[config.mk]
export PLATFORM = sky130hd
export DESIGN_NAME = rbcs_sqrt_cell
export DESIGN_NICKNAME = d
export VERILOG_FILES = /design/src/hdl/rgb_brightness_contrast_saturation_defines.svh /design/src/hdl/rbcs_pkg.sv /design/src/hdl/rbcs_sqrt_cell.sv
export SDC_FILE = /design/constraint.sdc
export NUM_CORES = 1
export LEC_CHECK = 0
export BUFFER_PORTS_ARGS = -buffer_cell sky130_fd_sc_hd__clkbuf_2
export CAP_MARGIN = 20
export CORE_MARGIN = 2
export CORE_UTILIZATION = 40
export CTS_CLUSTER_DIAMETER = 40
export DETAILED_ROUTE_END_ITERATION = 6
export GPL_ROUTABILITY_DRIVEN = 1
export GPL_TIMING_DRIVEN = 0
export HOLD_SLACK_MARGIN = 0.12
export PLACE_DENSITY = 0.8
export SLEW_MARGIN = 20
export SYNTH_ARGS = -nofsm -noshare
export SYNTH_HDL_FRONTEND = slang
export SYNTH_SLANG_ARGS = --single-unit
[constraint.sdc]
create_clock -name clk -period 2 [get_ports clk]
set_clock_uncertainty 0.05 [all_clocks]
set_input_delay 0 -clock clk [delete_from_list [all_inputs] [get_ports clk]]
set_output_delay 0 -clock clk [all_outputs]
set_load 0.005 [all_outputs]
[src/hdl/rgb_brightness_contrast_saturation_defines.svh]
// Assertion macros shared by the colour adjust block.
`ifndef RGB_BRIGHTNESS_CONTRAST_SATURATION_DEFINES_SVH
`define RGB_BRIGHTNESS_CONTRAST_SATURATION_DEFINES_SVH

// Same-cycle implication, disabled while rst is high.
`define RBCS_ASSERT_IMP(lbl, clk, rst, ante, cons, msg) \
  lbl: assert property (@(posedge clk) disable iff (rst) (ante) |-> (cons)) \
    else $error(msg);

// Next-cycle implication, disabled while rst is high.
`define RBCS_ASSERT_NXT(lbl, clk, rst, ante, cons, msg) \
  lbl: assert property (@(posedge clk) disable iff (rst) (ante) |=> (cons)) \
    else $error(msg);

`endif

[src/hdl/rbcs_pkg.sv]
// Shared types, constants and helpers for the colour adjust block.
`default_nettype none
package rbcs_pkg;

  localparam int unsigned ChanW     = 8;
  localparam int unsigned LevelW    = 7;
  localparam int unsigned NumChan   = 3;
  localparam int unsigned IdxW      = 2;
  localparam int unsigned SqrtSteps = 16;
  localparam int unsigned RadW      = 2 * SqrtSteps;
  localparam int unsigned RemW      = SqrtSteps + 1;

  localparam logic [LevelW-1:0] LevelReset = 7'd50;

  // brightness: x*(level+10)/60, the divide by 60 as a reciprocal (exact here)
  localparam logic [7:0]  BrightOffset = 8'd10;
  localparam logic [16:0] BrightRecip  = 17'd69906;   // ceil(2^22/60)
  // contrast: (level*(x-128)+6400)/50
  localparam logic signed [8:0]  MidGrey      = 9'sd128;
  localparam logic signed [16:0] ContrastBias = 17'sd6400;
  localparam logic [15:0]        ContrastRecip = 16'd41944;  // ceil(2^21/50)
  // saturation: luma weights in Q16, red in the lowest slot
  localparam logic [NumChan-1:0][15:0] LumaWeight = {16'd7471, 16'd38470, 16'd19595};
  localparam logic [5:0]  SatMid   = 6'd50;
  localparam logic [16:0] SatRecip = 17'd83887;       // ceil(2^22/50)

  typedef enum logic [IdxW-1:0] {
    RegBrightness = 2'd0,
    RegContrast   = 2'd1,
    RegSaturation = 2'd2
  } reg_idx_t;

  typedef logic [ChanW-1:0] chan_t;
  typedef chan_t [NumChan-1:0] pix_t;   // index 0 red, 1 green, 2 blue

  typedef struct packed {
    logic [LevelW-1:0] brightness;
    logic [LevelW-1:0] contrast;
    logic [LevelW-1:0] saturation;
  } levels_t;

  typedef struct packed {
    logic valid;
    pix_t pix;
  } pix_word_t;

  // one slot of the square-root chain
  typedef struct packed {
    logic                 valid;
    logic [RadW-1:0]      rad;
    logic [RemW-1:0]      rem;
    logic [SqrtSteps-1:0] root;
    pix_t                 pix;
  } sqrt_word_t;

  function automatic chan_t clamp_chan(input logic [9:0] v);
    clamp_chan = (v > 10'd255) ? 8'd255 : v[ChanW-1:0];
  endfunction

endpackage
`default_nettype wire

[src/hdl/rbcs_sqrt_cell.sv]
// One cell of the square-root chain: settles one root bit per cycle while the chain advances.
`default_nettype none
module rbcs_sqrt_cell (
  input  wire logic                 clk,
  input  wire logic                 rst,
  input  wire logic                 adv,
  input  wire rbcs_pkg::sqrt_word_t in_word,
  output rbcs_pkg::sqrt_word_t      out_word
);
  import rbcs_pkg::*;

  logic            valid;
  sqrt_word_t      word, word_next;
  logic [RemW+1:0] rem_sh, trial, diff;
  logic            take;

  // bring down two radicand bits, try root*4+1
  always_comb begin
    rem_sh = {in_word.rem, in_word.rad[RadW-1 -: 2]};
    trial  = {1'b0, in_word.root, 2'b01};
    diff   = rem_sh - trial;
    take   = (rem_sh >= trial);
    word_next       = in_word;
    word_next.rad   = {in_word.rad[RadW-3:0], 2'b00};
    word_next.rem   = take ? diff[RemW-1:0] : rem_sh[RemW-1:0];
    word_next.root  = {in_word.root[SqrtSteps-2:0], take};
  end

  always_ff @(posedge clk) begin
    if (rst) begin
      valid <= 1'b0;
    end else if (adv) begin
      valid <= in_word.valid;
    end
  end

  always_ff @(posedge clk) begin
    if (adv) begin
      word <= word_next;
    end
  end

  always_comb begin
    out_word       = word;
    out_word.valid = valid;
  end

endmodule
`default_nettype wire

==> metrics <==
worst-path fanout max=7; status=complete, no violations; clock period minus worst slack=1930 ps; # rows=35; hold endpoint=out_word[41]; port bufs=180; gr usage total=0.219; first-pass GRT wire length=17000 um; # Max-Cap Violations=0; Routed WL=11800 um; area share of the largest cell type after synthesis=0.685; starting density of the core=0.413; CTS Sinks=88; worst r2r dst=valid; Final Setup Violations=0; leakage=0.00270 uW; total number of vias=3320; die area=10300 sq um; proportion of layout cells with a drive suffix above 1=0.389; initial drt markers=253; R2R depth=3; Via density=4.85; crit path DAT=1980 ps; crit-path max cell delay=330 ps; CTS tree=built; top_reg_cell synth=edfxtp_1; fraction of registers with async set/reset=0; post-synthesis sequential area ratio=0.690; Die Y=102 um; VDD IR-drop max=420 uV; fin cells=684; Max Freq=518 MHz; area grow syn2layout=58.0%; Hold Violations, Final=0; PwrDens=732 nW/um^2; CP bufs+invs=3; kind of critical path=in2reg; final total power=4410 uW; Post-Syn Instances=266; slowest CP cell=ha_1; WL per Instance=17.2 um; diode count=0; CTS max path bufs=2; number of unique standard cell types used by synthesis=47; clk_lat worst skew=340 ps; Worst Hold Class=in2reg; fillcell total=665; Yosys Warn Count=0; hold_sp=in_word[87]; Nets=661; commonest non-fill, non-tap cell in the layout=clkbuf_2; largest net degree at the start of global routing=61; Routed Antenna Nets=0; total I/O pin count=183; worst-path cell chain=clkbuf_2, inv_1, ha_1, a21o_1, a211o_1, a311o_1, a21oi_4, inv_2, mux2_4; clk root buf=clkbuf_8; Max H-tree Level=3; commonest non-fill, non-tap cells in the layout=180 x clkbuf_2, 89 x dlygate4sd3_1, 87 x edfxtp_1; Die Width=102 um; syn avg cell area=14.3 sq um; initial antenna violation count=0; Pins Over Slew Limit=0; Final Core Density=0.652; Hold Path Stages=4; Post-DP HPWL=7640 um; core area=9240 sq um; Clock Pin Slew Worst Setup and Hold Paths=90 ps; Setup crit end kind=flip-flop; drt drc=0; post-placement cell count=577; Crit path max-delay family=compound AO/OA/AOI/OAI gates; largest area contributor in the netlist=edfxtp_1; setup TNS=0 ps; gp weighted congestion=0.851; Final period util=0.965; Post-synth EDFFs=87; r2r setup slk=800 ps; FF+latch count, synth=88; Worst setup SP type=input port; Worst Path Required=2050 ps; unrepaired setup endpoints after global routing=false; number of global-route vias before repair=3324; Synth area leaders=edfxtp_1 68%, ha_1 5.9%, inv_1 2.1%, o21ai_0 2.0%, nand2_1 1.9%; Pre-antenna DRT Iters=4; Num CTS Buffers=9; Worst R2R Start=valid; mapped cell area=3810 sq um; grt ovf=0
## power breakdown
| part | internal [uW] | switching, uW | total, uW |
|---|---|---|---|
| sequential | 2230 | 56.6 | 2290 |
| combinational | 457 | 422 | 879 |
| clock | 589 | 657 | 1250 |
| total | 3270 | 1140 | 4410 |
## synthesized netlist by cell type (4+ instances only)
cell	count
edfxtp_1	87
inv_1	21
nand2_1	19
ha_1	18
o21ai_0	15
a21oi_1	12
nand3_1	8
xor2_1	7
nor2_1	6
a21o_1	5
xnor2_1	5
buf_2	4
buf_4	4
o21a_1	4
o31ai_1	4
## state kept, by name (all words and copies together), names as in the netlist
signal and flops:
out_word 87, valid 1
## tightest hold or removal path: cells and delay by family
kind | cells | cell delay, ps
adders and majority gates | 1 | 120
buffers and inverters | 2 | 190
muxes | 1 | 60
## per-stage QoR
stage / hold WS [ps] / worst slack (ps) / area, sq um
floorplan: 22.4 / 19.0 / 3820
global placement: 109 / -302 / 4880
detailed placement: 113 / -345 / 4910
CTS: 124 / 33.0 / 6000
global route: 153 / 11.0 / 6030
finish: 150 / 70.1 / 6030
## final cells by class
type	instances	area, sq um	area share
clock inverters	7	77.6	0.0129
clock buffers	9	124	0.0206
multi-input cells	148	1050	0.175
repair buffers	272	1840	0.305
flip-flops and latches	88	2630	0.437
inverters	22	82.6	0.0137
well taps	129	161	0.0268
plain buffers	9	57.6	0.00955
## layer usage
metal,global-route usage,vias to the layer above,routed length [um]
met5,0,-,0
met4,0.0728,0,297
met3,0.0766,30,1070
met2,0.397,155,6080
met1,0.236,1563,4340
li1,-,1572,-
## worst max-delay path by stage
| stage | slack, ps | end | cells past startpoint | start |
|---|---|---|---|---|
| 3_5_place_dp | -340 | out_word[49] | 10 | in_word[38] |
| 6_report | 70 | out_word[47] | 9 | in_word[38] |
| 3_3_place_gp | -300 | out_word[49] | 10 | in_word[38] |
| 5_1_grt | 10 | out_word[47] | 9 | in_word[38] |
| 4_1_cts | 30 | out_word[49] | 10 | in_word[38] |
| 2_1_floorplan | 20 | out_word[47] | 8 | in_word[38] |
## cells by family after synthesis
family / share of synthesized area
buffers and inverters: 0.0361
flip-flops: 0.690
AO/OA/AOI/OAI: 0.107
other: 0.000983
XOR/XNOR: 0.0275
multiplexers: 0.0161
AND/OR/NAND/NOR: 0.0636
adder cells (fa/ha/maj): 0.0590
## what timing repair did
action | 4_1_cts | 5_1_grt
hold buffers | 89 | 0
gates resized for setup | 0 | 2
hold endpoints to repair | 87 | 0
setup endpoints to repair | 0 | 16
setup buffers | 0 | 2
(Power assumes the default switching activity.)
