`config.mk`:
```
export PLATFORM = sky130hd
export DESIGN_NAME = rbcs_luma
export DESIGN_NICKNAME = d
export VERILOG_FILES = /design/src/hdl/rgb_brightness_contrast_saturation_defines.svh /design/src/hdl/rbcs_pkg.sv /design/src/hdl/rbcs_luma.sv
export SDC_FILE = /design/constraint.sdc
export NUM_CORES = 1
export LEC_CHECK = 0
export BUFFER_PORTS_ARGS = -buffer_cell sky130_fd_sc_hd__buf_2
export CORE_MARGIN = 2
export CORE_UTILIZATION = 37
export DETAILED_ROUTE_END_ITERATION = 8
export PLACE_DENSITY = 0.64
export SLEW_MARGIN = 25
export SYNTH_ARGS = -nofsm -noshare
export SYNTH_HDL_FRONTEND = slang
export SYNTH_SLANG_ARGS = --single-unit
```
`constraint.sdc`:
```
create_clock -name clk -period 6 [get_ports clk]
set_input_delay 1.8 -clock clk [delete_from_list [all_inputs] [get_ports clk]]
set_output_delay 1.8 -clock clk [all_outputs]
set_load 0.02 [all_outputs]
```
`src/hdl/rgb_brightness_contrast_saturation_defines.svh`:
```
// Assertion macros shared by the colour adjust block.
`ifndef RGB_BRIGHTNESS_CONTRAST_SATURATION_DEFINES_SVH
`define RGB_BRIGHTNESS_CONTRAST_SATURATION_DEFINES_SVH

// Same-cycle implication, disabled while rst is high.
`define RBCS_ASSERT_IMP(lbl, clk, rst, ante, cons, msg) \
  lbl: assert property (@(posedge clk) disable iff (rst) (ante) |-> (cons)) \
    else $error(msg);

// Next-cycle implication, disabled while rst is high.
`define RBCS_ASSERT_NXT(lbl, clk, rst, ante, cons, msg) \
  lbl: assert property (@(posedge clk) disable iff (rst) (ante) |=> (cons)) \
    else $error(msg);

`endif

```
`src/hdl/rbcs_pkg.sv`:
```
// Shared types, constants and helpers for the colour adjust block.
`default_nettype none
package rbcs_pkg;

  localparam int unsigned ChanW     = 8;
  localparam int unsigned LevelW    = 7;
  localparam int unsigned NumChan   = 3;
  localparam int unsigned IdxW      = 2;
  localparam int unsigned SqrtSteps = 16;
  localparam int unsigned RadW      = 2 * SqrtSteps;
  localparam int unsigned RemW      = SqrtSteps + 1;

  localparam logic [LevelW-1:0] LevelReset = 7'd50;

  // brightness: x*(level+10)/60, the divide by 60 as a reciprocal (exact here)
  localparam logic [7:0]  BrightOffset = 8'd10;
  localparam logic [16:0] BrightRecip  = 17'd69906;   // ceil(2^22/60)
  // contrast: (level*(x-128)+6400)/50
  localparam logic signed [8:0]  MidGrey      = 9'sd128;
  localparam logic signed [16:0] ContrastBias = 17'sd6400;
  localparam logic [15:0]        ContrastRecip = 16'd41944;  // ceil(2^21/50)
  // saturation: luma weights in Q16, red in the lowest slot
  localparam logic [NumChan-1:0][15:0] LumaWeight = {16'd7471, 16'd38470, 16'd19595};
  localparam logic [5:0]  SatMid   = 6'd50;
  localparam logic [16:0] SatRecip = 17'd83887;       // ceil(2^22/50)

  typedef enum logic [IdxW-1:0] {
    RegBrightness = 2'd0,
    RegContrast   = 2'd1,
    RegSaturation = 2'd2
  } reg_idx_t;

  typedef logic [ChanW-1:0] chan_t;
  typedef chan_t [NumChan-1:0] pix_t;   // index 0 red, 1 green, 2 blue

  typedef struct packed {
    logic [LevelW-1:0] brightness;
    logic [LevelW-1:0] contrast;
    logic [LevelW-1:0] saturation;
  } levels_t;

  typedef struct packed {
    logic valid;
    pix_t pix;
  } pix_word_t;

  // one slot of the square-root chain
  typedef struct packed {
    logic                 valid;
    logic [RadW-1:0]      rad;
    logic [RemW-1:0]      rem;
    logic [SqrtSteps-1:0] root;
    pix_t                 pix;
  } sqrt_word_t;

  function automatic chan_t clamp_chan(input logic [9:0] v);
    clamp_chan = (v > 10'd255) ? 8'd255 : v[ChanW-1:0];
  endfunction

endpackage
`default_nettype wire

```
`src/hdl/rbcs_luma.sv`:
```
// Weighted sum of squares that feeds the square-root chain.
`default_nettype none
module rbcs_luma (
  input  wire logic                clk,
  input  wire logic                rst,
  input  wire logic                adv,
  input  wire rbcs_pkg::pix_word_t in_word,
  output rbcs_pkg::sqrt_word_t     out_word
);
  import rbcs_pkg::*;

  logic [2:0] valid;
  logic [NumChan-1:0][15:0] sq;
  logic [NumChan-1:0][31:0] wsum;
  logic [RadW-1:0] total;
  pix_t pix1, pix2, pix3;

  always_ff @(posedge clk) begin
    if (rst) begin
      valid <= '0;
    end else if (adv) begin
      valid <= {valid[1:0], in_word.valid};
    end
  end

  // square, weight, add
  always_ff @(posedge clk) begin
    if (adv) begin
      for (int i = 0; i < NumChan; i++) begin
        sq[i]   <= 16'(in_word.pix[i]) * 16'(in_word.pix[i]);
        wsum[i] <= 32'(sq[i]) * 32'(LumaWeight[i]);
      end
      total <= RadW'(wsum[0] + wsum[1] + wsum[2]);
      pix1  <= in_word.pix;
      pix2  <= pix1;
      pix3  <= pix2;
    end
  end

  assign out_word = '{valid: valid[2], rad: total, rem: '0, root: '0, pix: pix3};

endmodule
`default_nettype wire

```
==> reports/qor.csv <==
stage,metric,value,unit
critical_path,cp-end-kind,register,
floorplanning,io_pins,118,
clock_tree,clockBufferDepth,3,
drt,wirelength,52600,um
floorplanning,core,70000,sq um
placement,dp_hpwl,43500,um
sta,skew,0.0207,ns
cells_and_area,final_core_util,41.0,%
floorplanning,num_rows,97,
synth,seq_area_frac_synth,26.7,%
status,status,finished clean,
sta,finalHoldViolCount,0,
placement,placed_area,27700,sq um
global_routing,grt_max_degree,96,
synth,synth.area.top_cells,"edfxtp_1 (26%), ha_1 (22%), fa_1 (22%), inv_1 (6.8%), xnor2_1 (3.5%)",
clock_tree,cts_sinks,234,
synth,synthesis.area,26200,sq um
clock_tree,cts_buffers,30,
synth,syn-mean-instance-area,11.0,sq um
critical_path,startpoint_type,register,
synth,yosys_warnings,0,
synth,synth_top_area_cell,edfxtp_1,
global_routing,grt_util_met3,1.74,%
sta,rsz0062_at_grt,no,
global_routing,grt_overflow,0,
critical_path,crit_type,register to register,
sta,tightest_slew,0.782,ns
drt,vias,16700,
placement,gp_congestion,0.892,
sta,fmax,177,MHz
floorplanning,die_area,72900,sq um
global_routing,grt_util_met1,20.3,%
sta,period_minus_slack,5.66,ns
critical_path,crit_buf_inv,4,
synth,async_reset_ff_share,0,%
global_routing,grt_usage,14.8,%
synth,synth_edf_count,231,
synth,ys_seq_elements,234,
global_routing,grt_pass1_wl,89100,um
drt,drtPass1Iterations,5,
floorplanning,die_w,270,um
critical_path,cp_max_fo,4,
clock_tree,hold_buffers,0,
synth,yosysTopAreaCellShare,26.5,%
synth,synth.top_cells.by_count,"inv_1 (477), ha_1 (466), fa_1 (282)",
cells_and_area,final_area,28700,sq um
critical_path,critPathMaxStageDelay,0.53,ns
clock_tree,htree_num_levels,1,
placement,port_buffers,84,
clock_tree,clock_latency,0.59,ns
clock_tree,clk_pin_slew,0.06,ns
critical_path,crit_required,6.32,ns
critical_path,r2r_slack,0.34,ns
drt,via_per_inst,4.83,
drt,final_antenna_net_count,0,
clock_tree,cts_tree,built,
cells_and_area,drive_gt1_share,7.11,%
cells_and_area,antenna_cells,0,
floorplanning,die_h,270,um
sta,slew_headroom,47.9,%
sta,setup_violations,0,
cells_and_area,finalNetCount,3268,
drt,drc,0,
cells_and_area,fillers,6680,
synth,yosysMostFrequentCell,inv_1,
critical_path,crit_path_cell_trace,inv_1 -> fa_1 -> fa_1 -> inv_1 -> ha_1 -> fa_1 -> inv_1 -> fa_1 -> inv_1 -> ha_1 -> a21o_1 -> a21o_1 -> a31oi_1 -> o21ai_1 -> a31oi_1 -> o21ai_1 -> a21oi_1 -> xnor2_1,
clock_tree,cts_resized,0,
global_routing,antenna_found_initial,1,
critical_path,cp.arrival,5.99,ns
sta,setup_tns,0,ns
sta,drv_slew,0,
clock_tree,cts_setup_buffers,0,
synth,synth_ff_type,edfxtp_1,
hold_path,hp-class,register to register,
global_routing,first_global_vias,17900,
drt,wl_per_cell,15.2,um
sta,post-route-period-util,94.4,%
critical_path,critical_path.slowest_cell,fa_1,
synth,syn-instance-count,2376,
cells_and_area,area_growth_syn_to_layout,9.65,%
floorplanning,start_util,37.4,%
drt,drt_first_iter_violations,664,
critical_path,cp_top_family,adder cells,
clock_tree,root_buffer,clkbuf_16,
global_routing,grt_util_met2,25.1,%
global_routing,top_usage_layer,met2,
synth,netlist-cell-type-count,77,
job,maxCapViolCount,0,
cells by family after synthesis:
| group | share of synthesized area [%] |
|---|---|
| muxes | 0.287 |
| buffers and inverters | 8.18 |
| and+or+nand+nor | 6.26 |
| AOI/OAI and AO/OA | 9.72 |
| DFF | 26.7 |
| adders and majority gates | 43.8 |
| other | 0.0287 |
| xor gates and xnor gates | 4.98 |
worst paths after layout:
| path | depth (start not counted) | end | startpoint |
|---|---|---|---|
| worst max-delay path | 18 | wsum[91] | sq[41] |
| worst min register to register | 0 | out_word[11] | pix2[11] |
| worst max register to register | 18 | wsum[91] | sq[41] |
| worst min-delay path | 0 | out_word[11] | pix2[11] |
area by class of cell:
| class | instances | area (sq um) | share of cell area, % |
|---|---|---|---|
| tap | 940 | 1180 | 4.10 |
| timing repair buffer | 93 | 510 | 1.78 |
| clock buffer | 30 | 751 | 2.61 |
| multi-input combinational | 1656 | 17200 | 60.0 |
| sequential | 234 | 7000 | 24.4 |
| inverter | 477 | 1790 | 6.24 |
| clock inverter | 26 | 260 | 0.906 |
metrics by stage:
| step | hold slack (ns) | cells | setup slack, ns |
|---|---|---|---|
| 2_1_floorplan | 0.400 | 2424 | 0.396 |
| 3_3_place_gp | 0.400 | 3400 | 0.130 |
| 3_5_place_dp | 0.405 | 3400 | 0.0625 |
| 4_1_cts | 0.415 | 3456 | 0.337 |
| 5_1_grt | 0.417 | 3456 | 0.0681 |
| 6_report | 0.415 | 3456 | 0.337 |
registers in the layout, indices dropped and copies added, names as in the netlist:
name	count
out_word	24
pix1	21
pix2	21
sq	45
total	32
valid	3
wsum	88
layout by cell type (no fill, tap or decap), types with 13 or more instances in the layout:
| cell type | n |
|---|---|
| o21ai_0 | 53 |
| clkbuf_16 | 30 |
| nand2_1 | 84 |
| xnor2_1 | 106 |
| inv_1 | 477 |
| ha_1 | 466 |
| fa_1 | 282 |
| o21bai_1 | 14 |
| buf_2 | 83 |
| nor2_1 | 72 |
| a21o_1 | 77 |
| a21oi_1 | 115 |
| a31oi_1 | 15 |
| nor3_1 | 13 |
| and3_1 | 15 |
| edfxtp_1 | 231 |
| and2_1 | 60 |
| nand3_1 | 20 |
| nor2b_1 | 18 |
| xor2_1 | 43 |
| conb_1 | 50 |
metal layers:
metal  vias to the layer above  routed length, um
li1                       8156                  -
met1                      8233              25000
met2                       237              24900
met3                        63               1690
met4                         2                915
met5                         -                 13
Power is not shown: default switching activity piles up to over one toggle a cycle in this logic, so the estimate is an artifact.
