File: src/hdl/rgb_brightness_contrast_saturation_defines.svh
// Assertion macros shared by the colour adjust block.
`ifndef RGB_BRIGHTNESS_CONTRAST_SATURATION_DEFINES_SVH
`define RGB_BRIGHTNESS_CONTRAST_SATURATION_DEFINES_SVH

// Same-cycle implication, disabled while rst is high.
`define RBCS_ASSERT_IMP(lbl, clk, rst, ante, cons, msg) \
  lbl: assert property (@(posedge clk) disable iff (rst) (ante) |-> (cons)) \
    else $error(msg);

// Next-cycle implication, disabled while rst is high.
`define RBCS_ASSERT_NXT(lbl, clk, rst, ante, cons, msg) \
  lbl: assert property (@(posedge clk) disable iff (rst) (ante) |=> (cons)) \
    else $error(msg);

`endif

File: src/hdl/rbcs_pkg.sv
// Shared types, constants and helpers for the colour adjust block.
`default_nettype none
package rbcs_pkg;

  localparam int unsigned ChanW     = 8;
  localparam int unsigned LevelW    = 7;
  localparam int unsigned NumChan   = 3;
  localparam int unsigned IdxW      = 2;
  localparam int unsigned SqrtSteps = 16;
  localparam int unsigned RadW      = 2 * SqrtSteps;
  localparam int unsigned RemW      = SqrtSteps + 1;

  localparam logic [LevelW-1:0] LevelReset = 7'd50;

  // brightness: x*(level+10)/60, the divide by 60 as a reciprocal (exact here)
  localparam logic [7:0]  BrightOffset = 8'd10;
  localparam logic [16:0] BrightRecip  = 17'd69906;   // ceil(2^22/60)
  // contrast: (level*(x-128)+6400)/50
  localparam logic signed [8:0]  MidGrey      = 9'sd128;
  localparam logic signed [16:0] ContrastBias = 17'sd6400;
  localparam logic [15:0]        ContrastRecip = 16'd41944;  // ceil(2^21/50)
  // saturation: luma weights in Q16, red in the lowest slot
  localparam logic [NumChan-1:0][15:0] LumaWeight = {16'd7471, 16'd38470, 16'd19595};
  localparam logic [5:0]  SatMid   = 6'd50;
  localparam logic [16:0] SatRecip = 17'd83887;       // ceil(2^22/50)

  typedef enum logic [IdxW-1:0] {
    RegBrightness = 2'd0,
    RegContrast   = 2'd1,
    RegSaturation = 2'd2
  } reg_idx_t;

  typedef logic [ChanW-1:0] chan_t;
  typedef chan_t [NumChan-1:0] pix_t;   // index 0 red, 1 green, 2 blue

  typedef struct packed {
    logic [LevelW-1:0] brightness;
    logic [LevelW-1:0] contrast;
    logic [LevelW-1:0] saturation;
  } levels_t;

  typedef struct packed {
    logic valid;
    pix_t pix;
  } pix_word_t;

  // one slot of the square-root chain
  typedef struct packed {
    logic                 valid;
    logic [RadW-1:0]      rad;
    logic [RemW-1:0]      rem;
    logic [SqrtSteps-1:0] root;
    pix_t                 pix;
  } sqrt_word_t;

  function automatic chan_t clamp_chan(input logic [9:0] v);
    clamp_chan = (v > 10'd255) ? 8'd255 : v[ChanW-1:0];
  endfunction

endpackage
`default_nettype wire

File: src/hdl/rbcs_sat.sv
// Saturation about luma, four registers ending in the output register.
`default_nettype none
module rbcs_sat (
  input  wire logic                  clk,
  input  wire logic                  rst,
  input  wire logic                  adv,
  input  wire logic [rbcs_pkg::LevelW-1:0] level,
  input  wire rbcs_pkg::sqrt_word_t  in_word,
  output rbcs_pkg::pix_word_t        out_word
);
  import rbcs_pkg::*;

  logic [3:0] valid;
  logic signed [NumChan-1:0][17:0] d, d_next;
  logic [21:0] p50;
  logic signed [NumChan-1:0][25:0] n, n_next;
  logic [NumChan-1:0][9:0] q, q_next;
  pix_t res, res_next;
  logic signed [25:0] mul  [NumChan];
  logic [32:0]        quo  [NumChan];

  always_comb begin
    for (int i = 0; i < NumChan; i++) begin
      // channel in Q8 less luma
      d_next[i] = $signed({2'b00, in_word.pix[i], 8'h00}) - $signed({2'b00, in_word.root});
      // luma*50 + (x-luma)*level; an element of a packed array reads unsigned
      mul[i]    = $signed(d[i]) * $signed({1'b0, level});
      n_next[i] = $signed({4'b0000, p50}) + mul[i];
      // divide by 12800: drop 8 bits, then reciprocal of 50
      quo[i]    = 33'(n[i][23:8]) * 33'(SatRecip);
      q_next[i] = (n[i][25] || (n[i] == '0)) ? '0 : quo[i][31:22];
      res_next[i] = clamp_chan(q[i]);
    end
  end

  always_ff @(posedge clk) begin
    if (rst) begin
      valid <= '0;
    end else if (adv) begin
      valid <= {valid[2:0], in_word.valid};
    end
  end

  always_ff @(posedge clk) begin
    if (adv) begin
      d   <= d_next;
      p50 <= 22'(in_word.root) * 22'(SatMid);
      n   <= n_next;
      q   <= q_next;
      res <= res_next;
    end
  end

  assign out_word = '{valid: valid[3], pix: res};

endmodule
`default_nettype wire
File: config.mk
export PLATFORM = sky130hd
export DESIGN_NAME = rbcs_sat
export DESIGN_NICKNAME = d
export VERILOG_FILES = /design/src/hdl/rgb_brightness_contrast_saturation_defines.svh /design/src/hdl/rbcs_pkg.sv /design/src/hdl/rbcs_sat.sv
export SDC_FILE = /design/constraint.sdc
export NUM_CORES = 2
export LEC_CHECK = 0
export BUFFER_PORTS_ARGS = -buffer_cell sky130_fd_sc_hd__buf_2
export CORE_UTILIZATION = 40
export DETAILED_ROUTE_END_ITERATION = 12
export SETUP_SLACK_MARGIN = 0.1
export SKIP_LAST_GASP = 1
export SYNTH_ARGS = -nofsm -noshare
export SYNTH_HDL_FRONTEND = slang
export SYNTH_SLANG_ARGS = --single-unit
File: constraint.sdc
create_clock -name clk -period 6.2 [get_ports clk]
set_clock_uncertainty 0.05 [all_clocks]
set_input_delay 0.31 -clock clk [delete_from_list [all_inputs] [get_ports clk]]
set_output_delay 0.31 -clock clk [all_outputs]
set_load 0.02 [all_outputs]
==> reports/qor.yml <==
status: "finished with violations"
violations: "setup timing"
cpMostUsedCell: "fa_1"
top_usage_layer: "met2"
r2r_setup_slack_ns: -0.13
cp_cell_sequence: "and2_1, fa_1, fa_1, fa_1, inv_1, fa_1, inv_1, ha_1, a21o_1, a21oi_1, o21ai_0, a21oi_1, xnor2_1, ha_1, and3_4, nand3_4, nor4b_4, a311o_1, o41ai_4, o21a_1, o21ai_2, nand3_2, xnor2_1"
dr.pass1.iters: 5
diodes: 0
worst_slack_ns: -0.135
synth-edff-count: 171
std_cell_rows: 109
fin_nets: 5309
setup_violations: 2
antenna_found_initial: 0
cts-root-buf: "clkbuf_16"
fin_util: 0.473
final.setup.tns_ns: -0.151
drc: 0
yosys-top-cells-count: "917 x inv_1, 663 x ha_1, 522 x fa_1"
die_w_microns: 301
routed_wirelength_microns: 79600
relSlewSlack: 0.466
ant_nets: 0
h-tree-depth: 4
area_delta_synth_final_pct: 17.0
max_freq_ghz: 0.158
die-height_microns: 301
cts_tree: "done"
synth.most_common_cell: "inv_1"
pre_cts_slack_ns: -0.123
worst-setup-path-type: "register to register"
via_per_inst: 4.72
ys_ff_latch: 175
worstSetupStartpointType: "register"
die_area_sq_mm: 0.0904
synth_warnings: 0
path_delay_family: "adder cells"
clock_latency_ns: 0.51
drv_cap: 0
grt_pass1_wl_microns: 129000
start_util: 0.404
place.gp.congestion: 0.893
path_buf_inv: 2
nFillCells: 8352
fin_crit_sh: 1.02
cp-end-kind: "register"
cp.required_ns: 6.41
worstPathMaxFanout: 6
drt_iter0_markers: 915
grtUsageMet2: 0.299
grt_use_met3: 0.0242
netlist_area_sq_mm: 0.0357
final.min_clock_period_ns: 6.33
avgSynthCellArea_sq_um: 9.90
drive_above_1_share: 0.161
syn-num-nets: 4891
clock-sinks: 175
critPathArrivalTime_ns: 6.54
netlist_instances: 3606
wire_per_inst_microns: 15.3
synth_cell_types: 79
slowest_stage: "fa_1"
slew_viol_final: 0
grt_max_degree: 122
clk_path_buf_depth: 2
tightest_slew_ns: 0.801
core-area_sq_mm: 0.0884
synth_top_area_cell: "fa_1"
path_clk_slew_ns: 0.09
hold_path.class: "primary input to register"
cpPeakStageDelay_ns: 0.54
grt_pass1_vias: 25400
rsz0062_at_grt: "yes"
ys_seq_area_frac: 0.146
grt_usage: 0.180
yosys-top-cells-area: "fa_1 29%, ha_1 23%, edfxtp_1 14%"
io_pins: 125
use_met1: 0.249
synth-async-reset-ratio: 0
grt_overflow_total: 0
synth_top_area_frac: 0.293
cts_made_buffers: 17
yosys_most_used_dff: "edfxtp_1"
hpwl_microns: 69000
io_buffers: 75
via_count: 24600
hold_viol_final: 0
logic make-up (layout without fill, tap and decap cells):
| kind of cell | Yosys count | after routing | share of synthesized area |
|---|---|---|---|
| simple gates | 667 | 667 | 0.0977 |
| fa+ha+maj | 1189 | 1189 | 0.526 |
| compound gates | 432 | 432 | 0.0821 |
| buf+inv | 950 | 1381 | 0.100 |
| flops | 175 | 175 | 0.146 |
| mux | 5 | 5 | 0.00144 |
| xor+xnor | 188 | 188 | 0.0463 |
worst register-to-register path, cell delays in order, from the launching register on:
cell      delay [ns]
edfxtp_1        0.53
and2_1          0.24
fa_1            0.52
fa_1            0.52
fa_1            0.54
inv_1           0.05
fa_1            0.52
inv_1           0.04
ha_1            0.32
a21o_1          0.17
a21oi_1         0.22
o21ai_0         0.13
a21oi_1         0.27
xnor2_1         0.13
ha_1            0.36
and3_4          0.22
nand3_4         0.07
nor4b_4         0.26
a311o_1         0.23
o41ai_4         0.08
o21a_1          0.21
o21ai_2         0.16
nand3_2         0.09
xnor2_1         0.14
registers in the layout (all words and copies together) (netlist names):
register and flops:
valid 4, n 62, d 35, p50 20, q 30, out_word 24
cells in the final DEF, fill, tap and decap left out, drive strengths merged, types with 5 or more instances in the layout:
master,instances
nand2b,10
a221oi,6
clkbuf,18
edfxtp,171
nor3,39
a211oi,20
xor2,58
xnor2,130
and2,182
o21bai,22
o211a,5
a21oi,138
nor3b,7
o211ai,18
nor4,9
and4,6
nand4,18
ha,663
a211o,7
or2,10
a2111oi,5
a21o,66
buf,428
nor2b,17
nor2,122
a31o,7
o21ai,46
fa,522
o21a,37
and3,25
inv,929
o31ai,8
a31oi,14
or3,40
nand3,30
nand2,141
what timing repair did:
item,4_1_cts,5_1_grt
gates resized for setup,40,160
hold buffers,3,0
pin swaps,34,121
buffers inserted,27,47
setup endpoints to repair,31,45
cloned,0,0
endpoints found under the hold margin,5,0
cell type report:
class / count / area [sq um] / area share
sequential: 175 / 5220 / 0.125
clock buffer: 17 / 425 / 0.0102
clock inverter: 15 / 223 / 0.00533
timing repair buffer: 432 / 3180 / 0.0761
multi-input combinational: 2481 / 27800 / 0.666
tap: 1165 / 1460 / 0.0349
inverter: 917 / 3440 / 0.0824
per-layer routing:
metal  share of wire  routed length [microns]
met5               0                        0
met4           0.021                     1650
met3           0.030                     2420
met2            0.47                    37200
met1            0.48                    38400
stage by stage:
step / hold WS [ns] / area [sq um] / instances
after floorplan: 0.332 / 35800 / 3606
after global placement: 0.426 / 39700 / 5101
after detailed placement: 0.431 / 39700 / 5101
after CTS: 0.00111 / 40700 / 5162
after global routing: 0.00484 / 41800 / 5202
final: 0.0313 / 41800 / 5202
worst paths after layout:
check | start | to | cells after the start
worst max-delay path | d[8] | n[24] | 23
worst min-delay path | in_word[24] | d[0] | 1
worst max register to register | d[8] | n[24] | 23
worst min register to register | q[7] | out_word[7] | 1
Power is left out: the tool's default activity adds up to more than one toggle a clock period on the data nets, which glitch-free logic cannot reach.
