$ cat src/hdl/rgb_brightness_contrast_saturation_defines.svh
// Assertion macros shared by the colour adjust block.
`ifndef RGB_BRIGHTNESS_CONTRAST_SATURATION_DEFINES_SVH
`define RGB_BRIGHTNESS_CONTRAST_SATURATION_DEFINES_SVH

// Same-cycle implication, disabled while rst is high.
`define RBCS_ASSERT_IMP(lbl, clk, rst, ante, cons, msg) \
  lbl: assert property (@(posedge clk) disable iff (rst) (ante) |-> (cons)) \
    else $error(msg);

// Next-cycle implication, disabled while rst is high.
`define RBCS_ASSERT_NXT(lbl, clk, rst, ante, cons, msg) \
  lbl: assert property (@(posedge clk) disable iff (rst) (ante) |=> (cons)) \
    else $error(msg);

`endif

$ cat src/hdl/rbcs_pkg.sv
// Shared types, constants and helpers for the colour adjust block.
`default_nettype none
package rbcs_pkg;

  localparam int unsigned ChanW     = 8;
  localparam int unsigned LevelW    = 7;
  localparam int unsigned NumChan   = 3;
  localparam int unsigned IdxW      = 2;
  localparam int unsigned SqrtSteps = 16;
  localparam int unsigned RadW      = 2 * SqrtSteps;
  localparam int unsigned RemW      = SqrtSteps + 1;

  localparam logic [LevelW-1:0] LevelReset = 7'd50;

  // brightness: x*(level+10)/60, the divide by 60 as a reciprocal (exact here)
  localparam logic [7:0]  BrightOffset = 8'd10;
  localparam logic [16:0] BrightRecip  = 17'd69906;   // ceil(2^22/60)
  // contrast: (level*(x-128)+6400)/50
  localparam logic signed [8:0]  MidGrey      = 9'sd128;
  localparam logic signed [16:0] ContrastBias = 17'sd6400;
  localparam logic [15:0]        ContrastRecip = 16'd41944;  // ceil(2^21/50)
  // saturation: luma weights in Q16, red in the lowest slot
  localparam logic [NumChan-1:0][15:0] LumaWeight = {16'd7471, 16'd38470, 16'd19595};
  localparam logic [5:0]  SatMid   = 6'd50;
  localparam logic [16:0] SatRecip = 17'd83887;       // ceil(2^22/50)

  typedef enum logic [IdxW-1:0] {
    RegBrightness = 2'd0,
    RegContrast   = 2'd1,
    RegSaturation = 2'd2
  } reg_idx_t;

  typedef logic [ChanW-1:0] chan_t;
  typedef chan_t [NumChan-1:0] pix_t;   // index 0 red, 1 green, 2 blue

  typedef struct packed {
    logic [LevelW-1:0] brightness;
    logic [LevelW-1:0] contrast;
    logic [LevelW-1:0] saturation;
  } levels_t;

  typedef struct packed {
    logic valid;
    pix_t pix;
  } pix_word_t;

  // one slot of the square-root chain
  typedef struct packed {
    logic                 valid;
    logic [RadW-1:0]      rad;
    logic [RemW-1:0]      rem;
    logic [SqrtSteps-1:0] root;
    pix_t                 pix;
  } sqrt_word_t;

  function automatic chan_t clamp_chan(input logic [9:0] v);
    clamp_chan = (v > 10'd255) ? 8'd255 : v[ChanW-1:0];
  endfunction

endpackage
`default_nettype wire

$ cat src/hdl/rbcs_tone.sv
// Brightness and contrast stages, four pipeline registers.
`default_nettype none
module rbcs_tone (
  input  wire logic                clk,
  input  wire logic                rst,
  input  wire logic                adv,
  input  wire rbcs_pkg::levels_t   levels,
  input  wire rbcs_pkg::pix_word_t in_word,
  output rbcs_pkg::pix_word_t      out_word
);
  import rbcs_pkg::*;

  logic [3:0] valid;
  logic [7:0] b_gain;
  logic [NumChan-1:0][15:0] b_prod, b_prod_next;
  pix_t b_pix, b_pix_next;
  logic [NumChan-1:0][16:0] c_num, c_num_next;
  pix_t c_pix, c_pix_next;
  logic [32:0] b_quo  [NumChan];
  logic signed [8:0]  c_diff [NumChan];
  logic signed [16:0] c_mul  [NumChan];
  logic [30:0] c_quo  [NumChan];

  // brightness product, then reciprocal multiply and clamp
  always_comb begin
    b_gain = {1'b0, levels.brightness} + BrightOffset;
    for (int i = 0; i < NumChan; i++) begin
      b_prod_next[i] = 16'(in_word.pix[i]) * 16'(b_gain);
      b_quo[i]       = 33'(b_prod[i]) * 33'(BrightRecip);
      b_pix_next[i]  = clamp_chan(b_quo[i][31:22]);
    end
  end

  // contrast numerator about mid grey, negative gives black
  always_comb begin
    for (int i = 0; i < NumChan; i++) begin
      c_diff[i]     = $signed({1'b0, b_pix[i]}) - MidGrey;
      c_mul[i]      = $signed({1'b0, levels.contrast}) * c_diff[i];
      c_num_next[i] = c_mul[i] + ContrastBias;
      c_quo[i]      = 31'(c_num[i][14:0]) * 31'(ContrastRecip);
      c_pix_next[i] = c_num[i][16] ? '0 : clamp_chan(c_quo[i][30:21]);
    end
  end

  always_ff @(posedge clk) begin
    if (rst) begin
      valid <= '0;
    end else if (adv) begin
      valid <= {valid[2:0], in_word.valid};
    end
  end

  always_ff @(posedge clk) begin
    if (adv) begin
      b_prod <= b_prod_next;
      b_pix  <= b_pix_next;
      c_num  <= c_num_next;
      c_pix  <= c_pix_next;
    end
  end

  assign out_word = '{valid: valid[3], pix: c_pix};

endmodule
`default_nettype wire

$ cat config.mk
export PLATFORM = sky130hd
export DESIGN_NAME = rbcs_tone
export DESIGN_NICKNAME = d
export VERILOG_FILES = /design/src/hdl/rgb_brightness_contrast_saturation_defines.svh /design/src/hdl/rbcs_pkg.sv /design/src/hdl/rbcs_tone.sv
export SDC_FILE = /design/constraint.sdc
export NUM_CORES = 2
export LEC_CHECK = 0
export ABC_CLOCK_PERIOD_IN_PS = 17100
export BUFFER_PORTS_ARGS = -buffer_cell sky130_fd_sc_hd__buf_2
export CORE_UTILIZATION = 35
export CTS_CLUSTER_DIAMETER = 100
export DETAILED_ROUTE_END_ITERATION = 7
export GPL_ROUTABILITY_DRIVEN = 0
export PLACE_DENSITY_LB_ADDON = 0.2
export SETUP_SLACK_MARGIN = 0.3
export SLEW_MARGIN = 10
export SYNTH_ARGS = -nofsm -noshare
export SYNTH_HDL_FRONTEND = slang
export SYNTH_SLANG_ARGS = --single-unit
$ cat constraint.sdc
create_clock -name clk -period 17.1 [get_ports clk]
set_input_delay 0.855 -clock clk [delete_from_list [all_inputs] [get_ports clk]]
set_output_delay 0.855 -clock clk [all_outputs]
set_load 0.02 [all_outputs]
==> metrics.cfg <==
[outcome]
status=complete, no violations

[cts]
cts_tree=done
ctsHoldBuffers=0
numCtsBuffers=17
cts-resized-gates=0
cts_setup_buffers=0
clk_pin_slew_ps=70
insertion_delay_ps=490
cts_max_level=4
ctsLongestPathBuffers=2
clockRootBuffer=clkbuf_16
cts_num_sinks=148

[final_layout]
fillerInstances=10120
regArea_mm2=0.004404
fin_nets=4987
fin_cells=4914
post-route-util_pct=37.84
drive_gt1_share_pct=3.375
areaGrowthSynthToFinish_pct=7.207
final_common_cell=inv_1
multi_input_area_mm2=0.02719
final_cell_mix=inv_1 (968), ha_1 (802), fa_1 (534)

[worst_setup_path]
critPathSlowestCell=a2111oi_2
path_buf_inv=4
path_max_fanout=8
path_class=reg2reg
slowest_delay_ps=700
arrival_ps=6740
path_delay_family=adder cells
critPathCaptureType=flop
cp-start-kind=flop
crit_path_cell_trace=fa_1 > ha_1 > inv_1 > fa_1 > inv_1 > fa_1 > inv_1 > fa_1 > inv_1 > ha_1 > a221o_1 > a31oi_1 > o32ai_1 > a2111oi_2 > o21ai_1 > a21o_1 > a21oi_1 > mux2i_1 > nor2_1 > nor2_1
required_ps=17450

[timing]
slew_viol_final=0
rsz0062_at_grt=no
final-setup-viol-count=0
fin_crit_ps=6387
clock.fmax_mhz=156.6
tightest_slew_ps=942.7
finalHoldViolCount=0
fin_setup_tns_ps=0
finalCritPeriodShare_pct=37.35
holdWs_ps=498.4
maxSlewHeadroom_pct=37.15
fin_worst_skew_ps=14.92

[job]
drv_cap=0

[placed_design]
io_buffers=66
hpwl_mm=55.63
place_inst=4881

[logic_synthesis]
yosysSeqAreaShare_pct=12.46
synthDominantCellAreaShare_pct=30.25
synth-simple-area-share_pct=9.250
synthAdderAreaFrac_pct=58.64
synth_edf_count=144
synthMuxAreaShare_pct=0.2903
synth_top_area_cell=fa_1
syn-cell-area_mm2=0.03535
yosys_warnings=0
ys_seq_elements=148
synth_top_family_by_area=adder cells
synth_cells=3547
synth-compound-area-share_pct=5.607
ys_types=64
ys_top_cells_by_area=fa_1 (30%), ha_1 (28%), edfxtp_1 (12%)
synth-xor-area-share_pct=3.073
ys_async_sr_fraction_pct=0
avgSynthCellArea_um2=9.965
synth-main-ff-cell=edfxtp_1
synth_fp_nets=4932

[floorplan]
rows=116
start_util_pct=35.29
die_area_mm2=0.1023
core_mm2=0.1001
dieHeight_um=319.8
die_w_um=319.8
ios=74

[global_routing]
grt_pass1_wl_mm=112.7
grt_max_degree=54
track_usage_pct=13.39
grt-ovfl-total=0
antenna_found_initial=6
grt_pass1_vias=23190

[hold_path]
hold_class=reg2reg

[detailed_routing]
routed_wl_mm=63.84
via_count=22000
dr.pass1.iters=5
drc=0
drt_iter0_markers=652
antenna_left=0
vias_per_cell=4.476
wl_per_cell_um=12.99

## synth_stat cells, types with 4 or more instances
cell      instances
fa_1            534
o21ai_0          61
o21bai_1          8
and3_1            6
and2_1          223
dfxtp_1           4
xor2_1           33
o211ai_1          5
a31oi_1           8
nor3_1           19
mux2i_1           8
nor2b_1          50
o41ai_1           8
and4_1            4
edfxtp_1        144
a21oi_1          82
a21boi_0          4
o21a_1           19
nand3_1          18
ha_1            802
nand4_1          11
or3_1             4
clkbuf_1         33
a211oi_1          6
a21o_1           51
inv_1           968
xnor2_1          91
a221oi_1          4
nand2b_1         33
nand2_1         150
nor2_1          100
## sequential cells by signal (all words and copies together) (netlist names)
name	count
out_word	24
c_num	48
valid	4
b_pix	24
b_prod	48
## layer usage
metal,track usage (%),up-vias,part of all wire (%)
met3,1.361,32,1.7
met4,2.917,2,0.97
met1,19.03,10580,52
met5,0,-,0.020
li1,-,11250,-
met2,21.91,134,45
## stage by stage
| stage | cell area [µm²] | setup WS [ps] |
|---|---|---|
| after floorplan | 35350 | 11450 |
| after global placement | 37240 | 10510 |
| after detailed placement | 37240 | 10450 |
| after CTS | 37890 | 10690 |
| after global routing | 37890 | 10240 |
| final | 37890 | 10710 |
## path summary, 6_finish.rpt
| check | start | to | slack [ps] | cells past startpoint |
|---|---|---|---|---|
| hold / removal | valid[3] | valid[3] | 500 | 2 |
| hold reg to reg | valid[3] | valid[3] | 500 | 2 |
| setup / recovery | c_num[46] | out_word[19] | 10710 | 20 |
| setup reg to reg | c_num[46] | out_word[19] | 10710 | 20 |
## area by class of cell
type / count / area share, %
diodes: 1 / 0.006604
clock buffers: 18 / 1.133
clock inverters: 14 / 0.5878
inverters: 968 / 9.589
multi-input cells: 2394 / 71.75
flip-flops and latches: 148 / 11.62
well taps: 1298 / 4.286
repair buffers: 73 / 1.027
## kinds of logic (layout without fill, tap and decap cells)
| group | Yosys count | after routing |
|---|---|---|
| AND/OR/NAND/NOR | 626 | 626 |
| flip-flops | 148 | 148 |
| AO/OA/AOI/OAI | 299 | 299 |
| XOR/XNOR | 124 | 124 |
| adder cells (fa/ha/maj) | 1336 | 1336 |
| multiplexers | 9 | 9 |
| buffers and inverters | 1005 | 1073 |
| other | 0 | 1 |
## tightest hold or removal path: cells and delay by family, from the launching register on
kind             cells  cell delay (ps)
multiplexers         1               60
flip-flops           1              330
AND/OR/NAND/NOR      1               70
Power is left out: the tool's default activity adds up to more than one toggle a clock period on the data nets, which glitch-free logic cannot reach.
